===== src/rtl/core/tmc_pkg.sv =====
// Shared types, codes and helpers for the trimmed-mean line sensor classifier.
// No dependencies; the top level, tmc_rank, tmc_div and the testbench import this package.
`default_nettype none

package tmc_pkg;

  localparam int DATA_W      = 12;
  localparam int IDX_W       = 3;
  localparam int CFG_IDX_W   = 2;
  localparam logic [DATA_W-1:0] MAXV = 12'hFFF;

  // Default build parameters.
  localparam int SENSORS_DEF = 8;
  localparam int WINDOW_DEF  = 8;
  localparam int TRIM_DEF    = 2;

  // Input action codes.
  typedef logic [1:0] action_t;
  localparam action_t ACT_SAMPLE = 2'd0;
  localparam action_t ACT_BLACK  = 2'd1;
  localparam action_t ACT_WHITE  = 2'd2;

  // Line classification codes.
  typedef logic [1:0] line_t;
  localparam line_t LS_UNDEF = 2'd0;
  localparam line_t LS_BLACK = 2'd1;
  localparam line_t LS_WHITE = 2'd2;

  // Learned polarity codes.
  typedef logic [1:0] pol_t;
  localparam pol_t POL_NONE     = 2'd0;
  localparam pol_t POL_BLACK_HI = 2'd1;
  localparam pol_t POL_WHITE_HI = 2'd2;

  // Configuration register indexes.
  typedef logic [CFG_IDX_W-1:0] cfg_idx_t;
  localparam cfg_idx_t REG_MODE      = 2'd0;
  localparam cfg_idx_t REG_BLACK_OFS = 2'd1;
  localparam cfg_idx_t REG_WHITE_OFS = 2'd2;

  typedef enum logic [2:0] {
    S_IDLE,
    S_RANK,
    S_DIV,
    S_CLS1,
    S_CLS2,
    S_CLS3,
    S_OUT
  } state_t;

  function automatic logic [DATA_W-1:0] sat_add(input logic [DATA_W-1:0] a,
                                                input logic [DATA_W-1:0] b);
    logic [DATA_W:0] s;
    s = {1'b0, a} + {1'b0, b};
    return s[DATA_W] ? MAXV : s[DATA_W-1:0];
  endfunction

  function automatic logic [DATA_W-1:0] sat_sub(input logic [DATA_W-1:0] a,
                                                input logic [DATA_W-1:0] b);
    return (a > b) ? (a - b) : '0;
  endfunction

endpackage

`default_nettype wire


===== src/rtl/core/trimmed_mean_line_sensor_classifier.sv =====
// Top level: per-sensor sample windows, trimmed mean and line classification.
// Depends on tmc_pkg, tmc_ram, tmc_rank and tmc_div.
//
//   channel  | signals                                         | dir
//   ---------+-------------------------------------------------+-----
//   config   | cfg_we, cfg_index, cfg_data                     | in
//   input    | in_valid/in_ready, action, sensor_index,        | in
//            | sample_value                                    |
//   result   | out_valid/out_ready, result_sensor,             | out
//            | filtered_value, line_state                      |
//
// A threshold write, an ignored item or a sample that does not fill its
//   window leaves the sequencer in S_IDLE, so in_ready stays high for the next item.
// A sample that fills a window holds in_ready low until the output load:
//   the single comparator in tmc_rank visits every window pair (reads on
//   the two RAM ports, then the read and accumulate registers), tmc_div
//   does one reciprocal multiply, then three classify steps and the output
//   load, which waits while an earlier result is still untaken.
// Reset (synchronous) clears fill counts, thresholds, polarity, configuration
//   registers, out_valid and the sequencer; window RAM contents are not cleared, none needed.
// A stalled result sits in the output register; the sequencer only waits in
//   S_OUT when a second result is ready before the first is transferred.
`default_nettype none

module trimmed_mean_line_sensor_classifier #(
  parameter int SENSORS = tmc_pkg::SENSORS_DEF,
  parameter int WINDOW  = tmc_pkg::WINDOW_DEF,
  parameter int TRIM    = tmc_pkg::TRIM_DEF
) (
  input  wire logic                           clk,
  input  wire logic                           rst,
  // configuration writes
  input  wire logic                           cfg_we,
  input  wire logic [tmc_pkg::CFG_IDX_W-1:0]  cfg_index,
  input  wire logic [tmc_pkg::DATA_W-1:0]     cfg_data,
  // input items
  input  wire logic                           in_valid,
  output logic                                in_ready,
  input  wire logic [1:0]                     action,
  input  wire logic [tmc_pkg::IDX_W-1:0]      sensor_index,
  input  wire logic [tmc_pkg::DATA_W-1:0]     sample_value,
  // result items
  output logic                                out_valid,
  input  wire logic                           out_ready,
  output logic      [tmc_pkg::IDX_W-1:0]      result_sensor,
  output logic      [tmc_pkg::DATA_W-1:0]     filtered_value,
  output logic      [1:0]                     line_state
);
  import tmc_pkg::*;

  // Effective trim leaves at least one sample averaged.
  localparam int TRIM_EFF = (2 * TRIM >= WINDOW) ? (WINDOW - 1) / 2 : TRIM;
  localparam int KEEP     = WINDOW - 2 * TRIM_EFF;
  localparam int SEN_W    = (SENSORS > 1) ? $clog2(SENSORS) : 1;
  localparam int FILL_W   = $clog2(WINDOW);
  localparam int ADDR_W   = SEN_W + FILL_W;
  localparam int SUM_W    = DATA_W + FILL_W;
  localparam logic [FILL_W-1:0] FILL_LAST = FILL_W'(WINDOW - 1);

  state_t state, state_next;

  // per-sensor state
  logic [FILL_W-1:0] fill    [SENSORS];
  logic [DATA_W-1:0] blk_thr [SENSORS];
  logic [DATA_W-1:0] wht_thr [SENSORS];
  pol_t              pol     [SENSORS];

  // configuration registers
  logic              cls_mode;
  logic [DATA_W-1:0] blk_ofs, wht_ofs;

  // decode of the item at the port
  logic [3:0]       idx_ext;
  logic [SEN_W-1:0] in_sidx;
  logic             in_range;
  logic             in_fire;
  logic             smp_fire;
  logic             win_done;

  // current window
  logic [IDX_W-1:0]  cur_tag;
  logic [3:0]        cur_ext;
  logic [SEN_W-1:0]  cur_sidx;
  logic [DATA_W-1:0] cur_blk, cur_wht;
  pol_t              cur_pol;

  // datapath registers
  logic [DATA_W-1:0] mean_q, mid_q, hi_q, lo_q;
  line_t             cls_state;
  line_t             line_q;

  // engines and RAM
  logic [FILL_W-1:0] slot_a, slot_b;
  logic [DATA_W-1:0] rd_a, rd_b;
  logic              rank_done, div_done, div_start;
  logic [SUM_W-1:0]  rank_sum;
  logic [DATA_W-1:0] div_q;
  logic              out_load;

  assign idx_ext  = {1'b0, sensor_index};
  assign in_sidx  = idx_ext[SEN_W-1:0];
  assign in_range = ({2'b00, sensor_index} < 5'(SENSORS));
  assign in_ready = (state == S_IDLE);
  assign in_fire  = in_valid && in_ready;
  assign smp_fire = in_fire && in_range && (action == ACT_SAMPLE);
  assign win_done = smp_fire && (fill[in_sidx] == FILL_LAST);

  assign cur_ext  = {1'b0, cur_tag};
  assign cur_sidx = cur_ext[SEN_W-1:0];
  assign cur_blk  = blk_thr[cur_sidx];
  assign cur_wht  = wht_thr[cur_sidx];
  assign cur_pol  = pol[cur_sidx];

  // ---------------------------------------------------------------------
  // Window storage: address = {sensor, slot}
  // ---------------------------------------------------------------------
  tmc_ram #(
    .WIDTH (DATA_W),
    .DEPTH (1 << ADDR_W)
  ) u_win (
    .clk     (clk),
    .we      (smp_fire),
    .waddr   ({in_sidx, fill[in_sidx]}),
    .wdata   (sample_value),
    .raddr_a ({cur_sidx, slot_a}),
    .rdata_a (rd_a),
    .raddr_b ({cur_sidx, slot_b}),
    .rdata_b (rd_b)
  );

  tmc_rank #(
    .WINDOW  (WINDOW),
    .RANK_LO (TRIM_EFF),
    .RANK_HI (WINDOW - TRIM_EFF)
  ) u_rank (
    .clk    (clk),
    .rst    (rst),
    .start  (win_done),
    .slot_a (slot_a),
    .slot_b (slot_b),
    .rd_a   (rd_a),
    .rd_b   (rd_b),
    .done   (rank_done),
    .sum    (rank_sum)
  );

  assign div_start = (state == S_RANK) && rank_done;

  tmc_div #(
    .SUM_W (SUM_W),
    .KEEP  (KEEP)
  ) u_div (
    .clk      (clk),
    .rst      (rst),
    .start    (div_start),
    .dividend (rank_sum),
    .done     (div_done),
    .quotient (div_q)
  );

  // ---------------------------------------------------------------------
  // Sequencer
  // ---------------------------------------------------------------------
  always_ff @(posedge clk) begin
    if (rst) begin
      state <= S_IDLE;
    end else begin
      state <= state_next;
    end
  end

  assign out_load = (state == S_OUT) && (!out_valid || out_ready);

  always_comb begin
    state_next = state;
    case (state)
      S_IDLE: begin
        if (win_done) begin
          state_next = S_RANK;
        end
      end
      S_RANK: begin
        if (rank_done) begin
          state_next = S_DIV;
        end
      end
      S_DIV: begin
        if (div_done) begin
          state_next = S_CLS1;
        end
      end
      S_CLS1:  state_next = S_CLS2;
      S_CLS2:  state_next = S_CLS3;
      S_CLS3:  state_next = S_OUT;
      S_OUT: begin
        if (out_load) begin
          state_next = S_IDLE;
        end
      end
      default: state_next = S_IDLE;
    endcase
  end

  // ---------------------------------------------------------------------
  // Per-sensor state and configuration
  // ---------------------------------------------------------------------
  always_ff @(posedge clk) begin
    if (rst) begin
      for (int s = 0; s < SENSORS; s++) begin
        fill[s]    <= '0;
        blk_thr[s] <= '0;
        wht_thr[s] <= '0;
        pol[s]     <= POL_NONE;
      end
      cls_mode <= 1'b0;
      blk_ofs  <= '0;
      wht_ofs  <= '0;
    end else begin
      if (cfg_we) begin
        case (cfg_index)
          REG_MODE:      cls_mode <= cfg_data[0];
          REG_BLACK_OFS: blk_ofs  <= cfg_data;
          REG_WHITE_OFS: wht_ofs  <= cfg_data;
          default:       ;
        endcase
      end
      if (in_fire && in_range) begin
        case (action)
          ACT_SAMPLE: begin
            fill[in_sidx] <= win_done ? '0 : fill[in_sidx] + 1'b1;
          end
          ACT_BLACK: begin
            blk_thr[in_sidx] <= sample_value;
            if (sample_value > wht_thr[in_sidx]) begin
              pol[in_sidx] <= POL_BLACK_HI;
            end else if (sample_value < wht_thr[in_sidx]) begin
              pol[in_sidx] <= POL_WHITE_HI;
            end
          end
          ACT_WHITE: begin
            wht_thr[in_sidx] <= sample_value;
            if (blk_thr[in_sidx] > sample_value) begin
              pol[in_sidx] <= POL_BLACK_HI;
            end else if (blk_thr[in_sidx] < sample_value) begin
              pol[in_sidx] <= POL_WHITE_HI;
            end
          end
          default: ;
        endcase
      end
    end
  end

  // ---------------------------------------------------------------------
  // Classification datapath
  // CLS1: midpoint. CLS2: band limits (lo_q is the black limit in direct
  // mode, hi_q the white limit). CLS3: final compare.
  // ---------------------------------------------------------------------
  always_comb begin
    cls_state = LS_UNDEF;
    if (cls_mode) begin
      if (mean_q >= lo_q) begin
        cls_state = LS_BLACK;
      end else if (mean_q <= hi_q) begin
        cls_state = LS_WHITE;
      end
    end else begin
      if (mean_q > hi_q) begin
        if (cur_pol == POL_BLACK_HI) begin
          cls_state = LS_BLACK;
        end else if (cur_pol == POL_WHITE_HI) begin
          cls_state = LS_WHITE;
        end
      end else if (mean_q < lo_q) begin
        if (cur_pol == POL_BLACK_HI) begin
          cls_state = LS_WHITE;
        end else if (cur_pol == POL_WHITE_HI) begin
          cls_state = LS_BLACK;
        end
      end
    end
  end

  always_ff @(posedge clk) begin
    if (win_done) begin
      cur_tag <= sensor_index;
    end
    if (div_done) begin
      mean_q <= div_q;
    end
    if (state == S_CLS1) begin
      mid_q <= DATA_W'(({1'b0, cur_blk} + {1'b0, cur_wht}) >> 1);
    end
    if (state == S_CLS2) begin
      if (cls_mode) begin
        lo_q <= sat_sub(cur_blk, blk_ofs);
        hi_q <= sat_add(cur_wht, wht_ofs);
      end else begin
        lo_q <= sat_sub(mid_q, blk_ofs);
        hi_q <= sat_add(mid_q, wht_ofs);
      end
    end
    // staged here, shown only through the output register
    if (state == S_CLS3) begin
      line_q <= cls_state;
    end
  end

  // ---------------------------------------------------------------------
  // Output register
  // ---------------------------------------------------------------------
  always_ff @(posedge clk) begin
    if (rst) begin
      out_valid <= 1'b0;
    end else if (out_load) begin
      out_valid <= 1'b1;
    end else if (out_ready) begin
      out_valid <= 1'b0;
    end
  end

  always_ff @(posedge clk) begin
    if (out_load) begin
      result_sensor  <= cur_tag;
      filtered_value <= mean_q;
      line_state     <= line_q;
    end
  end

  // ---------------------------------------------------------------------
  // Assertions
  // ---------------------------------------------------------------------
  a_rank_in_state: assert property (@(posedge clk) disable iff (rst)
    rank_done |-> state == S_RANK)
    else $error("rank engine finished outside the rank phase");

  a_div_in_state: assert property (@(posedge clk) disable iff (rst)
    div_done |-> state == S_DIV)
    else $error("divider finished outside the divide phase");

  a_window_starts: assert property (@(posedge clk) disable iff (rst)
    win_done |=> (state == S_RANK) && !in_ready)
    else $error("full window did not start the rank phase");

  a_result_waits: assert property (@(posedge clk) disable iff (rst)
    (state == S_OUT) && out_valid && !out_ready |=> state == S_OUT)
    else $error("new result dropped while output register was occupied");

endmodule

`default_nettype wire


===== src/rtl/core/tmc_ram.sv =====
// Generic RAM: one write port, two read ports, registered read data.
// No dependencies.
`default_nettype none

module tmc_ram #(
  parameter int WIDTH = 12,
  parameter int DEPTH = 64
) (
  input  wire logic                     clk,
  input  wire logic                     we,
  input  wire logic [$clog2(DEPTH)-1:0] waddr,
  input  wire logic [WIDTH-1:0]         wdata,
  input  wire logic [$clog2(DEPTH)-1:0] raddr_a,
  output logic      [WIDTH-1:0]         rdata_a,
  input  wire logic [$clog2(DEPTH)-1:0] raddr_b,
  output logic      [WIDTH-1:0]         rdata_b
);

  logic [WIDTH-1:0] mem [DEPTH];

  always_ff @(posedge clk) begin
    if (we) begin
      mem[waddr] <= wdata;
    end
    rdata_a <= mem[raddr_a];
    rdata_b <= mem[raddr_b];
  end

endmodule

`default_nettype wire


===== src/rtl/core/tmc_rank.sv =====
// Rank-and-sum engine: one comparator swept over all window pairs.
// Sums the entries whose sorted rank is inside the kept band. Uses tmc_pkg.
`default_nettype none

module tmc_rank #(
  parameter int WINDOW  = tmc_pkg::WINDOW_DEF,
  parameter int RANK_LO = 2,
  parameter int RANK_HI = 6
) (
  input  wire logic                                     clk,
  input  wire logic                                     rst,
  input  wire logic                                     start,
  output logic      [$clog2(WINDOW)-1:0]                slot_a,
  output logic      [$clog2(WINDOW)-1:0]                slot_b,
  input  wire logic [tmc_pkg::DATA_W-1:0]               rd_a,
  input  wire logic [tmc_pkg::DATA_W-1:0]               rd_b,
  output logic                                          done,
  output logic      [tmc_pkg::DATA_W+$clog2(WINDOW)-1:0] sum
);
  import tmc_pkg::*;

  localparam int SW    = $clog2(WINDOW);
  localparam int SUM_W = DATA_W + SW;
  localparam logic [SW-1:0] LAST = SW'(WINDOW - 1);

  logic          issuing;
  logic [SW-1:0] i_q, j_q;
  logic          pv, plast, pend;
  logic [SW-1:0] pi, pj;
  logic [SW-1:0] rank;
  logic          lt;
  logic [SW-1:0] rank_sum;
  logic          in_band;

  assign slot_a = i_q;
  assign slot_b = j_q;

  // rank = count of smaller entries plus equal ones at a lower slot
  assign lt       = (rd_b < rd_a) || ((rd_b == rd_a) && (pj < pi));
  assign rank_sum = rank + SW'(lt);
  assign in_band  = ({1'b0, rank_sum} >= (SW+1)'(RANK_LO)) &&
                    ({1'b0, rank_sum} <  (SW+1)'(RANK_HI));

  always_ff @(posedge clk) begin
    if (rst) begin
      issuing <= 1'b0;
      pv      <= 1'b0;
      done    <= 1'b0;
      i_q     <= '0;
      j_q     <= '0;
      rank    <= '0;
    end else begin
      done <= pv && pend;
      if (start) begin
        issuing <= 1'b1;
        i_q     <= '0;
        j_q     <= '0;
        rank    <= '0;
        sum     <= '0;
        pv      <= 1'b0;
      end else begin
        pv    <= issuing;
        pi    <= i_q;
        pj    <= j_q;
        plast <= (j_q == LAST);
        pend  <= (j_q == LAST) && (i_q == LAST);
        if (issuing) begin
          if (j_q == LAST) begin
            j_q <= '0;
            i_q <= i_q + 1'b1;
            if (i_q == LAST) begin
              issuing <= 1'b0;
            end
          end else begin
            j_q <= j_q + 1'b1;
          end
        end
        if (pv) begin
          if (plast) begin
            rank <= '0;
            if (in_band) begin
              sum <= sum + SUM_W'(rd_a);
            end
          end else begin
            rank <= rank_sum;
          end
        end
      end
    end
  end

endmodule

`default_nettype wire


===== src/rtl/core/tmc_div.sv =====
// Divider by a build-time constant: one reciprocal multiply, result registered in the cycle after start.
// Uses tmc_pkg.
`default_nettype none

module tmc_div #(
  parameter int SUM_W = 15,
  parameter int KEEP  = 4
) (
  input  wire logic                        clk,
  input  wire logic                        rst,
  input  wire logic                        start,
  input  wire logic [SUM_W-1:0]            dividend,
  output logic                             done,
  output logic      [tmc_pkg::DATA_W-1:0]  quotient
);
  import tmc_pkg::*;

  // floor(n / KEEP) == (n * MULT) >> SHIFT for every SUM_W-bit n,
  // with MULT = ceil(2^SHIFT / KEEP) and SHIFT = SUM_W + clog2(KEEP).
  localparam int     KL    = $clog2(KEEP);
  localparam int     SHIFT = SUM_W + KL;
  localparam longint MULT  = ((longint'(1) << SHIFT) + longint'(KEEP) - 1) / longint'(KEEP);
  localparam int     MW    = SUM_W + 1;
  localparam int     PW    = SUM_W + MW;

  logic [PW-1:0] prod_q;

  assign quotient = prod_q[SHIFT +: DATA_W];

  always_ff @(posedge clk) begin
    if (rst) begin
      done <= 1'b0;
    end else begin
      done <= start;
      if (start) begin
        prod_q <= PW'(dividend) * PW'(MULT);
      end
    end
  end

endmodule

`default_nettype wire


===== config.mk =====
export PLATFORM = sky130hd
export DESIGN_NAME = trimmed_mean_line_sensor_classifier
export DESIGN_NICKNAME = d
export VERILOG_FILES = /design/src/rtl/core/tmc_pkg.sv /design/src/rtl/core/trimmed_mean_line_sensor_classifier.sv /design/src/rtl/core/tmc_ram.sv /design/src/rtl/core/tmc_rank.sv /design/src/rtl/core/tmc_div.sv
export SDC_FILE = /design/constraint.sdc
export NUM_CORES = 2
export LEC_CHECK = 0
export BUFFER_PORTS_ARGS = -buffer_cell sky130_fd_sc_hd__buf_4
export CAP_MARGIN = 20
export CORE_MARGIN = 1.5
export CORE_UTILIZATION = 50
export DETAILED_ROUTE_END_ITERATION = 6
export GPL_TIMING_DRIVEN = 0
export PLACE_DENSITY = 0.65
export SYNTH_ARGS = -nofsm -noshare
export SYNTH_HDL_FRONTEND = slang
export SYNTH_SLANG_ARGS = --single-unit

===== constraint.sdc =====
create_clock -name clk -period 5.3 [get_ports clk]
set_input_delay 0.795 -clock clk [delete_from_list [all_inputs] [get_ports clk]]
set_output_delay 0.795 -clock clk [all_outputs]
set_load 0.1 [all_outputs]

==> reports/qor.tcl <==
set qor(outcome) {finished with violations}
set qor(failing_checks) {DRC}
set qor(area_inside_the_core_boundary_um2) 114000
set qor(globalRouteTotalUtil) 0.306
set qor(hold_path.startpoint) {sensor_index[1]}
set qor(crit_start) {sensor_index[2]}
set qor(vdd.ir_drop.worst_uv) 281
set qor(via_count_of_the_first_global_routing_pass) 35691
set qor(detail_route.wirelength_um) 177000
set qor(synth_ff_type) {edfxtp_1}
set qor(cts.sinks) 1173
set qor(timing.final.crit_share) 0.993
set qor(worst_setup_start_kind) {input port}
set qor(layout.filler_cells) 8818
set qor(tritoncts.num_buffers) 120
set qor(holdBufCountCts) 0
set qor(fin_skew_ns) 0.0384
set qor(fin_ws_ns) 0.0361
set qor(gr-total-overflow) 0
set qor(drtPass1Iterations) 7
set qor(busiest_layer) {met2}
set qor(cts_max_level) 3
set qor(syn_avg_cell_area_um2) 16.6
set qor(grt_antenna_before_repair) 5
set qor(clockRootBuffer) {clkbuf_16}
set qor(cts.clk_slew.worst_paths_ns) 0.06
set qor(num_rows) 124
set qor(setup_viol_count_final) 0
set qor(final-hold-violation-count) 0
set qor(global_route.usage.met3) 0.0687
set qor(cts-root-to-sink-buffers) 3
set qor(design.final.nets) 3871
set qor(floorplan_die_area_um2) 117000
set qor(grt_max_degree) 67
set qor(worst_setup_path_end_kind) {register}
set qor(slew_violations) 0
set qor(post_synth_num_cell_types) 72
set qor(route.antenna.remaining_nets) 0
set qor(clock_latency_ns) 0.73
set qor(fp.dieH_um) 342
set qor(pre_cts_ws_ns) -0.986
set qor(start_to_end_type_of_the_worst_setup_path) {input port to register}
set qor(ys_seq_elements) 1173
set qor(drt-initial-drc-count) 5199
set qor(num_io_pins) 55
set qor(mappedNetlistNets) 3631
set qor(chipWidth_um) 342
set qor(postLayoutCellArea_um2) 64500
set qor(via_per_inst) 6.77
set qor(mostFrequentLayoutCell) {edfxtp_1}
set qor(fmax_mhz) 190
set qor(share_of_cells_above_drive_strength_1) 0.262
set qor(total_cell_area_at_the_placement_stage_um2) 60500
set qor(grt_pass1_wl_um) 253000
set qor(slew_headroom) 0.200
set qor(worstMarginPinSlew_ns) 1.20
set qor(num_vias) 35897
set qor(gp_routability_congestion) 0.965
set qor(syn_inst) 3448
set qor(initial_utilization) 0.503
set qor(drt_drc_violations_left) 6
set qor(asyncSetResetFlopFracSynth) 0
set qor(place_inst) 5072
set qor(period_minus_slack_ns) 5.26
set qor(grt_util_met2) 0.471
set qor(instances_no_fill) 5303
set qor(commonest_cells_after_routing_fill_and_taps_aside) {edfxtp_1 (1104), mux4_2 (527), nor3_1 (226)}
set qor(worstHoldPathType) {input port to register}
set qor(layout.core_utilization) 0.566
set qor(route.detailed.wl_per_inst_um) 33.4
set qor(cap_viol_max_count) 0
set qor(register_area_share_after_synthesis) 0.602
set qor(area_growth_pct) 12.4
set qor(rsz0062_at_grt) {no}
set qor(post_synth_edffs) 1104
set qor(tritoncts_clock_tree) {built}
set qor(hpwlAfterDp_um) 124000
set qor(ys_warn_count) 0
set qor(power_leakage_nw) 20.8
set qor(pwr_density_cell_nw_per_um2) 305
set qor(summed_instance_area_of_the_synthesized_netlist_um2) 57400
set qor(required_ns) 5.72
set qor(io_buffers) 54
set qor(use_met1) 0.424
set qor(path_max_fanout) 10
set qor(critical_path_arrival_ns) 5.69
[metrics by stage]
stage	TNS (ns)	power [mW]	hold WS, ns
4_1_cts	0	19.7	0.252
5_1_grt	0	20.1	0.274
2_1_floorplan	0	11.0	0.400
3_5_place_dp	-33.10	11.4	0.407
6_report	0	19.7	0.288
3_3_place_gp	-47.42	11.4	0.403
[worst max-delay path, cell delays in order]
cell and delay, ns:
buf_4 0.12, clkbuf_1 0.36, buf_1 0.45, and2_1 0.20, clkbuf_1 0.52, clkbuf_2 0.48
a22oi_1 0.15, nand4_1 0.13, ha_1 0.27, a21o_1 0.20, a21o_1 0.18, a21oi_1 0.14
nor2_1 0.06, a2111oi_2 0.74, a32oi_4 0.25, nor3b_4 0.25, buf_12 0.17, o21bai_2 0.19
[sequential cells by signal (all words and copies together) (netlist names), 14 cells and up, named ones only]
register	flops
pol	16
fill	24
u_win.mem	768
blk_thr	96
u_rank.sum	14
wht_thr	96
[timing repair]
| item | CTS | global route |
|---|---|---|
| gates resized for setup | 12 | 42 |
| setup endpoints to repair | 42 | 35 |
| pin swaps | 0 | 1 |
| buffers inserted | 0 | 1 |
[synth_stat cells (all sizes together), types with 14 or more instances]
library cell,n,area share
edfxtp,1104,0.58
mux4,527,0.21
nor3,230,0.020
nor2,186,0.012
clkbuf,151,0.0099
ha,141,0.031
buf,98,0.0081
inv,94,0.0061
a22oi,92,0.012
nand2,90,0.0059
a21oi,79,0.0069
mux2i,71,0.012
dfxtp,69,0.024
o21ai,45,0.0040
nor2b,43,0.0047
nand4,42,0.0046
a21o,37,0.0048
xnor2,37,0.0056
o21bai,32,0.0047
nand2b,26,0.0028
nand3,24,0.0021
mux2,23,0.0045
a211oi,22,0.0031
o21a,19,0.0025
xor2,15,0.0023
clkinv,14,0.00092
[kinds of logic after synthesis]
family | synth area share
and+or+nand+nor | 0.0602
DFF | 0.602
buffers and inverters | 0.0250
AOI/OAI and AO/OA | 0.0487
adders and majority gates | 0.0328
xor gates and xnor gates | 0.00793
muxes | 0.224
[final cells by class]
type | instances | area, um2 | share of cell area
multi-input cells | 1918 | 21600 | 0.335
clock buffers | 159 | 3230 | 0.0501
plain buffers | 248 | 1080 | 0.0167
well taps | 1512 | 1890 | 0.0293
inverters | 108 | 405 | 0.00628
repair buffers | 119 | 1140 | 0.0177
clock inverters | 64 | 661 | 0.0102
flip-flops and latches | 1173 | 34500 | 0.535
diodes | 2 | 5.00 | 0.0000775
[metal layers]
layer	vias to the layer above	share of wire
met4	4	0.046
met1	18422	0.38
met3	403	0.12
met5	-	0.00013
li1	14648	-
met2	2420	0.46
[where the power goes]
part           total (mW)  internal, mW  switching, mW
registers            10.3          10.2         0.0509
clock network        8.46          4.82           3.64
logic               0.959         0.293          0.666
[path summary, 6_finish.rpt]
path              cells after the start     endpoint  slack (ns)
setup / recovery                     18    pol[0][0]        0.04
hold / removal                        1  cur_sidx[1]        0.29
hold reg to reg                       0    mean_q[0]        0.42
setup reg to reg                     14      lo_q[5]        0.23
Note: power is estimated with default switching activity, not from simulation.
